--- src/hdl/ctf_pkg.sv ---
// shared widths, register codes and the arctangent table of the tilt filter
`timescale 1ns / 1ps
`default_nettype none
package ctf_pkg;
    localparam int IN_W    = 16;
    localparam int US_W    = 20;
    localparam int ANG_W   = 20;
    localparam int WT_W    = 17;
    localparam int GAIN_W  = 24;
    localparam int SQ_W    = 31;
    localparam int RAD_W   = 48;
    localparam int ROOT_W  = 24;
    localparam int REM_W   = 27;
    localparam int CV_W    = 28;
    localparam int Z_W     = 26;
    localparam int MC_W    = 40;
    localparam int PROD_W  = 60;
    localparam int DREM_W  = 29;
    localparam int QUO_W   = 32;
    localparam int DLT_W   = 34;
    localparam int BA_W    = 36;
    localparam int BN_W    = 56;
    localparam int RES_W   = 32;
    localparam int CNT_W   = 6;
    localparam int TAB_MAX = 24;
    localparam int TIDX_W  = 5;

    localparam logic [DREM_W-1:0] GYRO_DEN   = 29'd256000000;
    localparam logic [PROD_W-1:0] GYRO_HALF  = 60'd128000000;
    localparam logic [WT_W-1:0]   WT_ONE     = 17'd65536;
    localparam logic signed [Z_W-1:0]   Z_RIGHT  = 26'sd5898240;
    localparam logic signed [RES_W-1:0] ANG_MAXV = 32'sd524287;
    localparam logic signed [RES_W-1:0] ANG_MINV = -32'sd524288;
    localparam logic signed [BN_W-1:0]  RND_HALF = 56'sd8388608;

    localparam logic REG_BLEND = 1'b0;
    localparam logic REG_GAIN  = 1'b1;

    typedef logic signed [ANG_W-1:0] angle_t;
    typedef logic signed [CV_W-1:0]  cvec_t;
    typedef logic signed [Z_W-1:0]   zang_t;

    // atan(2^-i) in degrees, Q.16
    function automatic zang_t atan_entry(input logic [TIDX_W-1:0] i);
        zang_t v;
        case (i)
            5'd0:  v = 26'sd2949120;
            5'd1:  v = 26'sd1740967;
            5'd2:  v = 26'sd919879;
            5'd3:  v = 26'sd466945;
            5'd4:  v = 26'sd234379;
            5'd5:  v = 26'sd117304;
            5'd6:  v = 26'sd58666;
            5'd7:  v = 26'sd29335;
            5'd8:  v = 26'sd14668;
            5'd9:  v = 26'sd7334;
            5'd10: v = 26'sd3667;
            5'd11: v = 26'sd1833;
            5'd12: v = 26'sd917;
            5'd13: v = 26'sd458;
            5'd14: v = 26'sd229;
            5'd15: v = 26'sd115;
            5'd16: v = 26'sd57;
            5'd17: v = 26'sd29;
            5'd18: v = 26'sd14;
            5'd19: v = 26'sd7;
            5'd20: v = 26'sd4;
            5'd21: v = 26'sd2;
            5'd22: v = 26'sd1;
            default: v = 26'sd0;
        endcase
        return v;
    endfunction
endpackage
`default_nettype wire

--- src/hdl/complementary_tilt_filter.sv ---
// complementary tilt filter top level: sequencer, serial sqrt/cordic/multiply/divide units
`timescale 1ns / 1ps
`default_nettype none
// One six-axis sample beat in, one beat of three fused angles out. A single
// sequencer walks the three axes in turn: for roll and pitch a bit-pair serial
// square root for the accelerometer magnitude, then for every axis a
// one-iteration-per-cycle vectoring cordic for the tilt angle, a bit-serial
// multiply by elapsed_us and a bit-serial restoring divide by 256e6 for the
// gyro delta, then a bit-serial weighted blend. The gyro divide, run once per
// axis, is the longest step of an item. A new input beat is taken only while
// the sequencer is idle; a finished result sits in the output register until
// taken, so the next sample can already be in work.
// Registers: blend_weight at byte 0, gyro_gain at byte 4, readable.
module complementary_tilt_filter #(
    parameter int CORDIC_STEPS = 16
) (
    input  wire logic                          clk,
    input  wire logic                          rst_n,
    input  wire logic                          psel,
    input  wire logic                          penable,
    input  wire logic                          pwrite,
    input  wire logic [2:0]                    paddr,
    input  wire logic [31:0]                   pwdata,
    output logic [31:0]                        prdata,
    output logic                               pready,
    input  wire logic                          in_valid,
    output logic                               in_ready,
    input  wire logic signed [ctf_pkg::IN_W-1:0]  accel_x,
    input  wire logic signed [ctf_pkg::IN_W-1:0]  accel_y,
    input  wire logic signed [ctf_pkg::IN_W-1:0]  accel_z,
    input  wire logic signed [ctf_pkg::IN_W-1:0]  gyro_x,
    input  wire logic signed [ctf_pkg::IN_W-1:0]  gyro_y,
    input  wire logic signed [ctf_pkg::IN_W-1:0]  gyro_z,
    input  wire logic [ctf_pkg::US_W-1:0]         elapsed_us,
    output logic                               out_valid,
    input  wire logic                          out_ready,
    output logic signed [ctf_pkg::ANG_W-1:0]   roll_angle,
    output logic signed [ctf_pkg::ANG_W-1:0]   pitch_angle,
    output logic signed [ctf_pkg::ANG_W-1:0]   third_angle,
    output logic                               saturated
);
    import ctf_pkg::*;

    // table has TAB_MAX entries; more steps add nothing
    localparam int N_STEPS = (CORDIC_STEPS > TAB_MAX) ? TAB_MAX : CORDIC_STEPS;

    localparam logic [3:0] ST_IDLE  = 4'd0;
    localparam logic [3:0] ST_SQ1   = 4'd1;
    localparam logic [3:0] ST_SQ2   = 4'd2;
    localparam logic [3:0] ST_SQRT  = 4'd3;
    localparam logic [3:0] ST_CINIT = 4'd4;
    localparam logic [3:0] ST_CORD  = 4'd5;
    localparam logic [3:0] ST_GM0   = 4'd6;
    localparam logic [3:0] ST_GMUL  = 4'd7;
    localparam logic [3:0] ST_GRND  = 4'd8;
    localparam logic [3:0] ST_GDIV  = 4'd9;
    localparam logic [3:0] ST_BINIT = 4'd10;
    localparam logic [3:0] ST_BLEND = 4'd11;
    localparam logic [3:0] ST_BFIN  = 4'd12;
    localparam logic [3:0] ST_DONE  = 4'd13;

    // configuration registers
    logic [WT_W-1:0]   blend_reg;
    logic [GAIN_W-1:0] gain_reg;

    logic [3:0]        state_reg;
    logic [1:0]        axis_reg;
    logic [CNT_W-1:0]  cnt_reg;

    // latched sample
    logic signed [IN_W-1:0] ax_reg, ay_reg, az_reg;
    logic signed [IN_W-1:0] g_reg [3];
    logic [US_W-1:0]        us_reg;

    // square root unit
    logic [SQ_W-1:0]   sq_reg;
    logic [RAD_W-1:0]  rad_reg;
    logic [ROOT_W-1:0] root_reg;
    logic [REM_W-1:0]  rem_reg;

    // cordic unit
    cvec_t             cx_reg, cy_reg;
    zang_t             cz_reg;
    logic              zero_reg;
    zang_t             ang_reg [3];

    // gyro multiply / divide unit
    logic [PROD_W-1:0] mcand_reg;
    logic [US_W-1:0]   mplier_reg;
    logic [PROD_W-1:0] prod_reg;
    logic [DREM_W-1:0] drem_reg;
    logic [QUO_W-1:0]  quo_reg;

    // blend unit
    logic signed [BN_W-1:0] ma_reg, mb_reg, acc_reg;
    logic [WT_W-1:0]        wa_reg, wb_reg;

    angle_t            fused_reg [3];
    logic              sat_reg;

    // output register
    logic              out_valid_reg;
    angle_t            roll_reg, pitch_reg, third_reg;
    logic              sat_out_reg;

    logic cfg_wr;
    assign cfg_wr = psel && penable && pwrite && pready;
    assign pready = 1'b1;

    always_comb
    begin
        unique case (paddr[2])
            REG_BLEND: prdata = {{(32-WT_W){1'b0}}, blend_reg};
            REG_GAIN:  prdata = {{(32-GAIN_W){1'b0}}, gain_reg};
            default:   prdata = '0;
        endcase
    end

    always_ff @(posedge clk or negedge rst_n)
    begin
        if (!rst_n)
        begin
            blend_reg <= 17'd64225;
            gain_reg  <= 24'd511500;
        end
        else if (cfg_wr)
        begin
            unique case (paddr[2])
                REG_BLEND: blend_reg <= pwdata[WT_W-1:0];
                REG_GAIN:  gain_reg  <= pwdata[GAIN_W-1:0];
                default:   ;
            endcase
        end
    end

    assign in_ready = (state_reg == ST_IDLE);

    logic in_acc;
    assign in_acc = in_valid && in_ready;

    // combinational step values
    logic signed [IN_W-1:0]   sq_a1, sq_a2;
    logic signed [2*IN_W-1:0] sq_p;
    logic [REM_W-1:0]         rem_sh, rem_trial;
    cvec_t                    ix, iy, xs, ys;
    logic [IN_W-1:0]          gmag;
    logic [DREM_W-1:0]        drem_sh;
    logic signed [DLT_W-1:0]  delta;
    logic signed [BA_W-1:0]   bsum;
    logic [WT_W-1:0]          wclamp;
    logic signed [BN_W-1:0]   nsum;
    logic signed [RES_W-1:0]  res;
    angle_t                   res_clamp;
    logic                     res_sat;

    always_comb
    begin
        sq_a1 = (axis_reg == 2'd0) ? ax_reg : ay_reg;
        sq_a2 = az_reg;
        sq_p  = (state_reg == ST_SQ1) ? sq_a1 * sq_a1 : sq_a2 * sq_a2;

        rem_sh    = {rem_reg[REM_W-3:0], rad_reg[RAD_W-1 -: 2]};
        rem_trial = {1'b0, root_reg, 2'b01};

        // cordic start vector for this axis
        unique case (axis_reg)
            2'd0:
            begin
                ix = cvec_t'({{(CV_W-ROOT_W){1'b0}}, root_reg});
                iy = cvec_t'({{(CV_W-IN_W){ay_reg[IN_W-1]}}, ay_reg}) <<< 8;
            end
            2'd1:
            begin
                ix = cvec_t'({{(CV_W-ROOT_W){1'b0}}, root_reg});
                iy = -(cvec_t'({{(CV_W-IN_W){ax_reg[IN_W-1]}}, ax_reg}) <<< 8);
            end
            default:
            begin
                ix = cvec_t'({{(CV_W-Z_W){ang_reg[0][Z_W-1]}}, ang_reg[0]});
                iy = cvec_t'({{(CV_W-Z_W){ang_reg[1][Z_W-1]}}, ang_reg[1]});
            end
        endcase
        xs = cx_reg >>> cnt_reg[TIDX_W-1:0];
        ys = cy_reg >>> cnt_reg[TIDX_W-1:0];

        gmag    = g_reg[axis_reg][IN_W-1] ? (~g_reg[axis_reg] + 1'b1) : g_reg[axis_reg];
        drem_sh = {drem_reg[DREM_W-2:0], prod_reg[PROD_W-1]};

        delta = g_reg[axis_reg][IN_W-1] ? -$signed({2'b00, quo_reg})
                                        : $signed({2'b00, quo_reg});
        bsum  = BA_W'(delta) +
                (BA_W'(fused_reg[axis_reg]) <<< 8);
        wclamp = (blend_reg > WT_ONE) ? WT_ONE : blend_reg;

        nsum = acc_reg + (wa_reg[0] ? ma_reg : '0) + (wb_reg[0] ? mb_reg : '0);

        res     = RES_W'((acc_reg + RND_HALF) >>> 24);
        res_sat = (res > ANG_MAXV) || (res < ANG_MINV);
        if (res > ANG_MAXV)
            res_clamp = ANG_MAXV[ANG_W-1:0];
        else if (res < ANG_MINV)
            res_clamp = ANG_MINV[ANG_W-1:0];
        else
            res_clamp = res[ANG_W-1:0];
    end

    always_ff @(posedge clk or negedge rst_n)
    begin
        if (!rst_n)
        begin
            state_reg     <= ST_IDLE;
            axis_reg      <= 2'd0;
            cnt_reg       <= '0;
            fused_reg[0]  <= '0;
            fused_reg[1]  <= '0;
            fused_reg[2]  <= '0;
            sat_reg       <= 1'b0;
            out_valid_reg <= 1'b0;
        end
        else
        begin
            if (out_valid_reg && out_ready)
                out_valid_reg <= 1'b0;

            unique case (state_reg)
                ST_IDLE:
                begin
                    if (in_acc)
                    begin
                        axis_reg  <= 2'd0;
                        sat_reg   <= 1'b0;
                        state_reg <= ST_SQ1;
                    end
                end
                ST_SQ1:
                begin
                    sq_reg    <= sq_p[SQ_W-1:0];
                    state_reg <= ST_SQ2;
                end
                ST_SQ2:
                begin
                    // magnitude squared, Q.16
                    rad_reg   <= {RAD_W'({1'b0, sq_reg} + {1'b0, sq_p[SQ_W-1:0]})} << 16;
                    root_reg  <= '0;
                    rem_reg   <= '0;
                    cnt_reg   <= '0;
                    state_reg <= ST_SQRT;
                end
                ST_SQRT:
                begin
                    if (rem_sh >= rem_trial)
                    begin
                        rem_reg  <= rem_sh - rem_trial;
                        root_reg <= {root_reg[ROOT_W-2:0], 1'b1};
                    end
                    else
                    begin
                        rem_reg  <= rem_sh;
                        root_reg <= {root_reg[ROOT_W-2:0], 1'b0};
                    end
                    rad_reg <= rad_reg << 2;
                    cnt_reg <= cnt_reg + 1'b1;
                    if (cnt_reg == CNT_W'(ROOT_W - 1))
                        state_reg <= ST_CINIT;
                end
                ST_CINIT:
                begin
                    zero_reg <= (ix == '0) && (iy == '0);
                    // quadrant pre-rotation for a vector in the left half plane
                    if (ix < 0)
                    begin
                        if (iy >= 0)
                        begin
                            cx_reg <= iy;
                            cy_reg <= -ix;
                            cz_reg <= Z_RIGHT;
                        end
                        else
                        begin
                            cx_reg <= -iy;
                            cy_reg <= ix;
                            cz_reg <= -Z_RIGHT;
                        end
                    end
                    else
                    begin
                        cx_reg <= ix;
                        cy_reg <= iy;
                        cz_reg <= '0;
                    end
                    cnt_reg   <= '0;
                    state_reg <= ST_CORD;
                end
                ST_CORD:
                begin
                    if (cnt_reg == CNT_W'(N_STEPS))
                    begin
                        ang_reg[axis_reg] <= zero_reg ? '0 : cz_reg;
                        state_reg         <= ST_GM0;
                    end
                    else
                    begin
                        if (cy_reg >= 0)
                        begin
                            cx_reg <= cx_reg + ys;
                            cy_reg <= cy_reg - xs;
                            cz_reg <= cz_reg + atan_entry(cnt_reg[TIDX_W-1:0]);
                        end
                        else
                        begin
                            cx_reg <= cx_reg - ys;
                            cy_reg <= cy_reg + xs;
                            cz_reg <= cz_reg - atan_entry(cnt_reg[TIDX_W-1:0]);
                        end
                        cnt_reg <= cnt_reg + 1'b1;
                    end
                end
                ST_GM0:
                begin
                    mcand_reg  <= PROD_W'(MC_W'(gmag) * MC_W'(gain_reg));
                    mplier_reg <= us_reg;
                    prod_reg   <= '0;
                    cnt_reg    <= '0;
                    state_reg  <= ST_GMUL;
                end
                ST_GMUL:
                begin
                    if (mplier_reg[0])
                        prod_reg <= prod_reg + mcand_reg;
                    mcand_reg  <= mcand_reg << 1;
                    mplier_reg <= mplier_reg >> 1;
                    cnt_reg    <= cnt_reg + 1'b1;
                    if (cnt_reg == CNT_W'(US_W - 1))
                        state_reg <= ST_GRND;
                end
                ST_GRND:
                begin
                    prod_reg  <= prod_reg + GYRO_HALF;
                    drem_reg  <= '0;
                    quo_reg   <= '0;
                    cnt_reg   <= '0;
                    state_reg <= ST_GDIV;
                end
                ST_GDIV:
                begin
                    if (drem_sh >= GYRO_DEN)
                    begin
                        drem_reg <= drem_sh - GYRO_DEN;
                        quo_reg  <= {quo_reg[QUO_W-2:0], 1'b1};
                    end
                    else
                    begin
                        drem_reg <= drem_sh;
                        quo_reg  <= {quo_reg[QUO_W-2:0], 1'b0};
                    end
                    prod_reg <= prod_reg << 1;
                    cnt_reg  <= cnt_reg + 1'b1;
                    if (cnt_reg == CNT_W'(PROD_W - 1))
                        state_reg <= ST_BINIT;
                end
                ST_BINIT:
                begin
                    ma_reg    <= BN_W'(bsum);
                    mb_reg    <= BN_W'(ang_reg[axis_reg]);
                    wa_reg    <= wclamp;
                    wb_reg    <= WT_ONE - wclamp;
                    acc_reg   <= '0;
                    cnt_reg   <= '0;
                    state_reg <= ST_BLEND;
                end
                ST_BLEND:
                begin
                    acc_reg <= nsum;
                    ma_reg  <= ma_reg <<< 1;
                    mb_reg  <= mb_reg <<< 1;
                    wa_reg  <= wa_reg >> 1;
                    wb_reg  <= wb_reg >> 1;
                    cnt_reg <= cnt_reg + 1'b1;
                    if (cnt_reg == CNT_W'(WT_W - 1))
                        state_reg <= ST_BFIN;
                end
                ST_BFIN:
                begin
                    fused_reg[axis_reg] <= res_clamp;
                    sat_reg             <= sat_reg | res_sat;
                    if (axis_reg == 2'd2)
                        state_reg <= ST_DONE;
                    else
                    begin
                        axis_reg  <= axis_reg + 1'b1;
                        state_reg <= (axis_reg == 2'd1) ? ST_CINIT : ST_SQ1;
                    end
                end
                ST_DONE:
                begin
                    if (!out_valid_reg || out_ready)
                    begin
                        out_valid_reg <= 1'b1;
                        state_reg     <= ST_IDLE;
                    end
                end
                default: state_reg <= ST_IDLE;
            endcase
        end
    end

    // sample and result payload
    always_ff @(posedge clk)
    begin
        if (in_acc)
        begin
            ax_reg   <= accel_x;
            ay_reg   <= accel_y;
            az_reg   <= accel_z;
            g_reg[0] <= gyro_x;
            g_reg[1] <= gyro_y;
            g_reg[2] <= gyro_z;
            us_reg   <= elapsed_us;
        end
        if (state_reg == ST_DONE && (!out_valid_reg || out_ready))
        begin
            roll_reg    <= fused_reg[0];
            pitch_reg   <= fused_reg[1];
            third_reg   <= fused_reg[2];
            sat_out_reg <= sat_reg;
        end
    end

    assign out_valid   = out_valid_reg;
    assign roll_angle  = roll_reg;
    assign pitch_angle = pitch_reg;
    assign third_angle = third_reg;
    assign saturated   = sat_out_reg;

    // one sample in work at a time
    a_one_in_work: assert property (@(posedge clk) disable iff (!rst_n)
        in_valid && in_ready |=> !in_ready)
        else $error("second sample taken while one is in work");

    // a flagged result has at least one angle at a rail
    a_sat_rail: assert property (@(posedge clk) disable iff (!rst_n)
        out_valid && saturated |->
            roll_angle == ANG_MAXV[ANG_W-1:0] || roll_angle == ANG_MINV[ANG_W-1:0] ||
            pitch_angle == ANG_MAXV[ANG_W-1:0] || pitch_angle == ANG_MINV[ANG_W-1:0] ||
            third_angle == ANG_MAXV[ANG_W-1:0] || third_angle == ANG_MINV[ANG_W-1:0])
        else $error("saturation flag without a clamped angle");

    // cordic iteration count never runs past the table
    a_cord_cnt: assert property (@(posedge clk) disable iff (!rst_n)
        state_reg == ST_CORD |-> cnt_reg <= CNT_W'(N_STEPS))
        else $error("cordic step counter overran");
endmodule
`default_nettype wire

--- config.mk ---
export PLATFORM = sky130hd
export DESIGN_NAME = complementary_tilt_filter
export DESIGN_NICKNAME = d
export VERILOG_FILES = /design/src/hdl/ctf_pkg.sv /design/src/hdl/complementary_tilt_filter.sv
export SDC_FILE = /design/constraint.sdc
export NUM_CORES = 2
export LEC_CHECK = 0
export ABC_AREA = 1
export BUFFER_PORTS_ARGS = -buffer_cell sky130_fd_sc_hd__buf_2
export CORE_ASPECT_RATIO = 0.75
export CORE_MARGIN = 4
export CORE_UTILIZATION = 61
export DETAILED_ROUTE_END_ITERATION = 8
export PLACE_DENSITY = 0.87
export SLEW_MARGIN = 5
export SYNTH_ARGS = -nofsm -noshare
export SYNTH_HDL_FRONTEND = slang
export SYNTH_SLANG_ARGS = --single-unit
--- constraint.sdc ---
create_clock -name clk -period 27.7 [get_ports clk]
set_input_delay 4.155 -clock clk [delete_from_list [all_inputs] [get_ports clk]]
set_output_delay 4.155 -clock clk [all_outputs]
set_load 0.02 [all_outputs]
==> results_dict.tcl <==
set metrics [dict create \
    port_buffers 234 \
    synth.top_cell.area_share_pct 26.9 \
    clock-sinks 992 \
    synthesis.area_um2 98100 \
    ys_warn_count 0 \
    crit_path_max_incr_delay_ns 0.87 \
    drive_above_1_share_pct 5.78 \
    cts_hold_buf 0 \
    cts_setup_buffers 0 \
    post_synth.cell_area_avg_um2 7.90 \
    synth_flop_cell "edfxtp_1" \
    dieArea_um2 167000 \
    grt_pass1_vias 86400 \
    drt_iter0_markers 11200 \
    yosysTopAreaCell "edfxtp_1" \
    multiInputGateArea_um2 58800 \
    drtPass1Iterations 9 \
    viasPerCell 5.95 \
    routedWlPerCell_um 19.9 \
    hold_viol 0 \
    worstMarginPinSlew_ns 1.39 \
    finalSetupTns_ns 0 \
    ys_types 71 \
    synthTopCellsByCount "nand2_1, inv_1, nor2_1, edfxtp_1, fa_1" \
    path_common_cell "nand2_1" \
    core-area_um2 160000 \
    cp_slowest_cell "dfrtp_4" \
    violations "design-rule violations" \
    grt_start_max_net_pins 178 \
    ys_ff_latch 992 \
    yosys-top-cells-area "edfxtp_1, fa_1, nand2_1" \
    n_fill_cell 13200 \
    end_kind "flop" \
    relSlewSlack_pct 6.52 \
    clk_latency_ns 0.78 \
    seq_area_um2 29200 \
    postSynthCellCount 12400 \
    start_kind "flop" \
    grt_pass1_wl_um 465000 \
    fin_crit_ns 11.81 \
    core.rowCount 127 \
    fmaxAchievable_mhz 84.6 \
    rsz0062_at_grt "false" \
    slew_viol_final 0 \
    finalWirelength_um 292000 \
    cp_max_fo 45 \
    nNetsFinal 14000 \
    die_x_um 471 \
    drc_errors 2 \
    status "finished, violations left" \
    antenna_left 0 \
    cts_tree "built" \
    antenna_found_initial 6 \
    post_cts_resized 0 \
    clk_path_buf_depth 3 \
    cap_violations 0 \
    post-synth-top-count-cell "nand2_1" \
    synth-edff-count 877 \
    die_h_um 355 \
    synthToLayoutAreaGrowth_pct 6.35 \
    worstSetupPathType "reg2reg" \
    num_vias 87100 \
    hpwlAfterDp_um 226000 \
    cts_max_level 3 \
    overflow 0 \
    async_flop_share_pct 11.6 \
    path_clk_slew_ns 0.07 \
    cts_root_buf "clkbuf_16" \
    largest_reg_flops 104 \
    worstPathRequired_ns 28.18 \
    numCtsBuffers 102 \
    finalClockSkew_ns 0.0615 \
    yosysSeqAreaShare_pct 29.8 \
    place_congestion 0.993 \
    initial_core_util_pct 61.4 \
    grtUsageTotal_pct 34.7 \
    finalSetupViolCount 0 \
    r2r_slack_ns 15.89 \
    hp-class "reg2reg" \
    ioPinCount 254 \
    arrival_ns 12.29 \
    fin_crit_sh_pct 42.6 \
]
==> final cells by class <==
type / instances / area share [%]
antenna: 3 / 0.00720
clock buffer: 127 / 2.62
clock inverter: 64 / 0.722
sequential: 992 / 28.0
inverter: 2212 / 7.97
timing repair buffer: 309 / 1.68
tap: 2128 / 2.55
multi-input combinational: 8812 / 56.4
==> path summary, 6_finish.rpt <==
| check | startpoint | end | cells after the start |
|---|---|---|---|
| setup / recovery | axis_reg[0]$_DFFE_PN0P_ | rad_reg[45]$_DFFE_PP_ | 42 |
| hold / removal | sat_reg$_DFFE_PN0P_ | saturated$_DFFE_PP_ | 0 |
| setup reg to reg | axis_reg[0]$_DFFE_PN0P_ | rad_reg[45]$_DFFE_PP_ | 42 |
| hold reg to reg | sat_reg$_DFFE_PN0P_ | saturated$_DFFE_PP_ | 0 |
| max in group asynchronous | rst_n | fused_reg[13]$_DFFE_PN0P_ | 3 |
| min in group asynchronous | rst_n | blend_reg[2]$_DFFE_PN0P_ | 1 |
==> cells by family after synthesis <==
logic type / count (synthesis) / share of synthesized area [%]
simple gates: 5083 / 21.4
xor+xnor: 320 / 2.86
mux: 4 / 0.0421
buf+inv: 2615 / 10.3
other cells: 2 / 0.00766
flops: 992 / 29.8
compound gates: 1986 / 11.3
fa+ha+maj: 1410 / 24.3
==> critical path: cells and delay by family, from the launching register on <==
family          cells  cell delay, ns
compound gates      7            2.20
fa+ha+maj           9            3.62
buf+inv            10            2.05
flops               1            0.87
simple gates       16            2.68
==> stage by stage <==
stage	area [um2]	hold slack (ns)	util, %	setup WS [ns]	std cells
after floorplan	98100	0.442	-	14.30	12400
after global placement	101000	0.453	63.1	16.49	14500
after detailed placement	101000	0.459	63.1	16.29	14500
after CTS	104000	0.475	65.2	16.19	14600
after global routing	104000	0.487	65.3	15.27	14600
final	104000	0.480	65.3	15.89	14600
==> metal layers <==
layer  wire, um  GRT usage (%)  vias up
met5         12              0        -
met4      12100           13.1        2
met3      36000           8.21      727
met2     126000           52.3     5100
met1     118000           48.9    41400
li1           -              -    39900
==> layout by cell type (no fill, tap or decap), types with 54 or more instances in the layout <==
master     synthesis  final
nand2_1         2882   2882
edfxtp_1         877    877
xor2_1           198    198
o21ai_0          777    774
o211ai_1          63     63
buf_2             82    233
a31oi_1          123    123
buf_4             21     74
inv_1           2168   2166
clkbuf_16          0    104
nand3_1          595    595
a21oi_1          688    687
nor2_1          1143   1126
nor3_1           135    133
or2_2             76     76
ha_1             582    582
xnor2_1          122    122
nand4_1           89     89
fa_1             828    828
a21o_1            54     54
dfrtp_1           95     92
o21ai_1           58     60
Power is left out: the tool's default activity adds up to more than one toggle a clock period on the data nets, which glitch-free logic cannot reach.
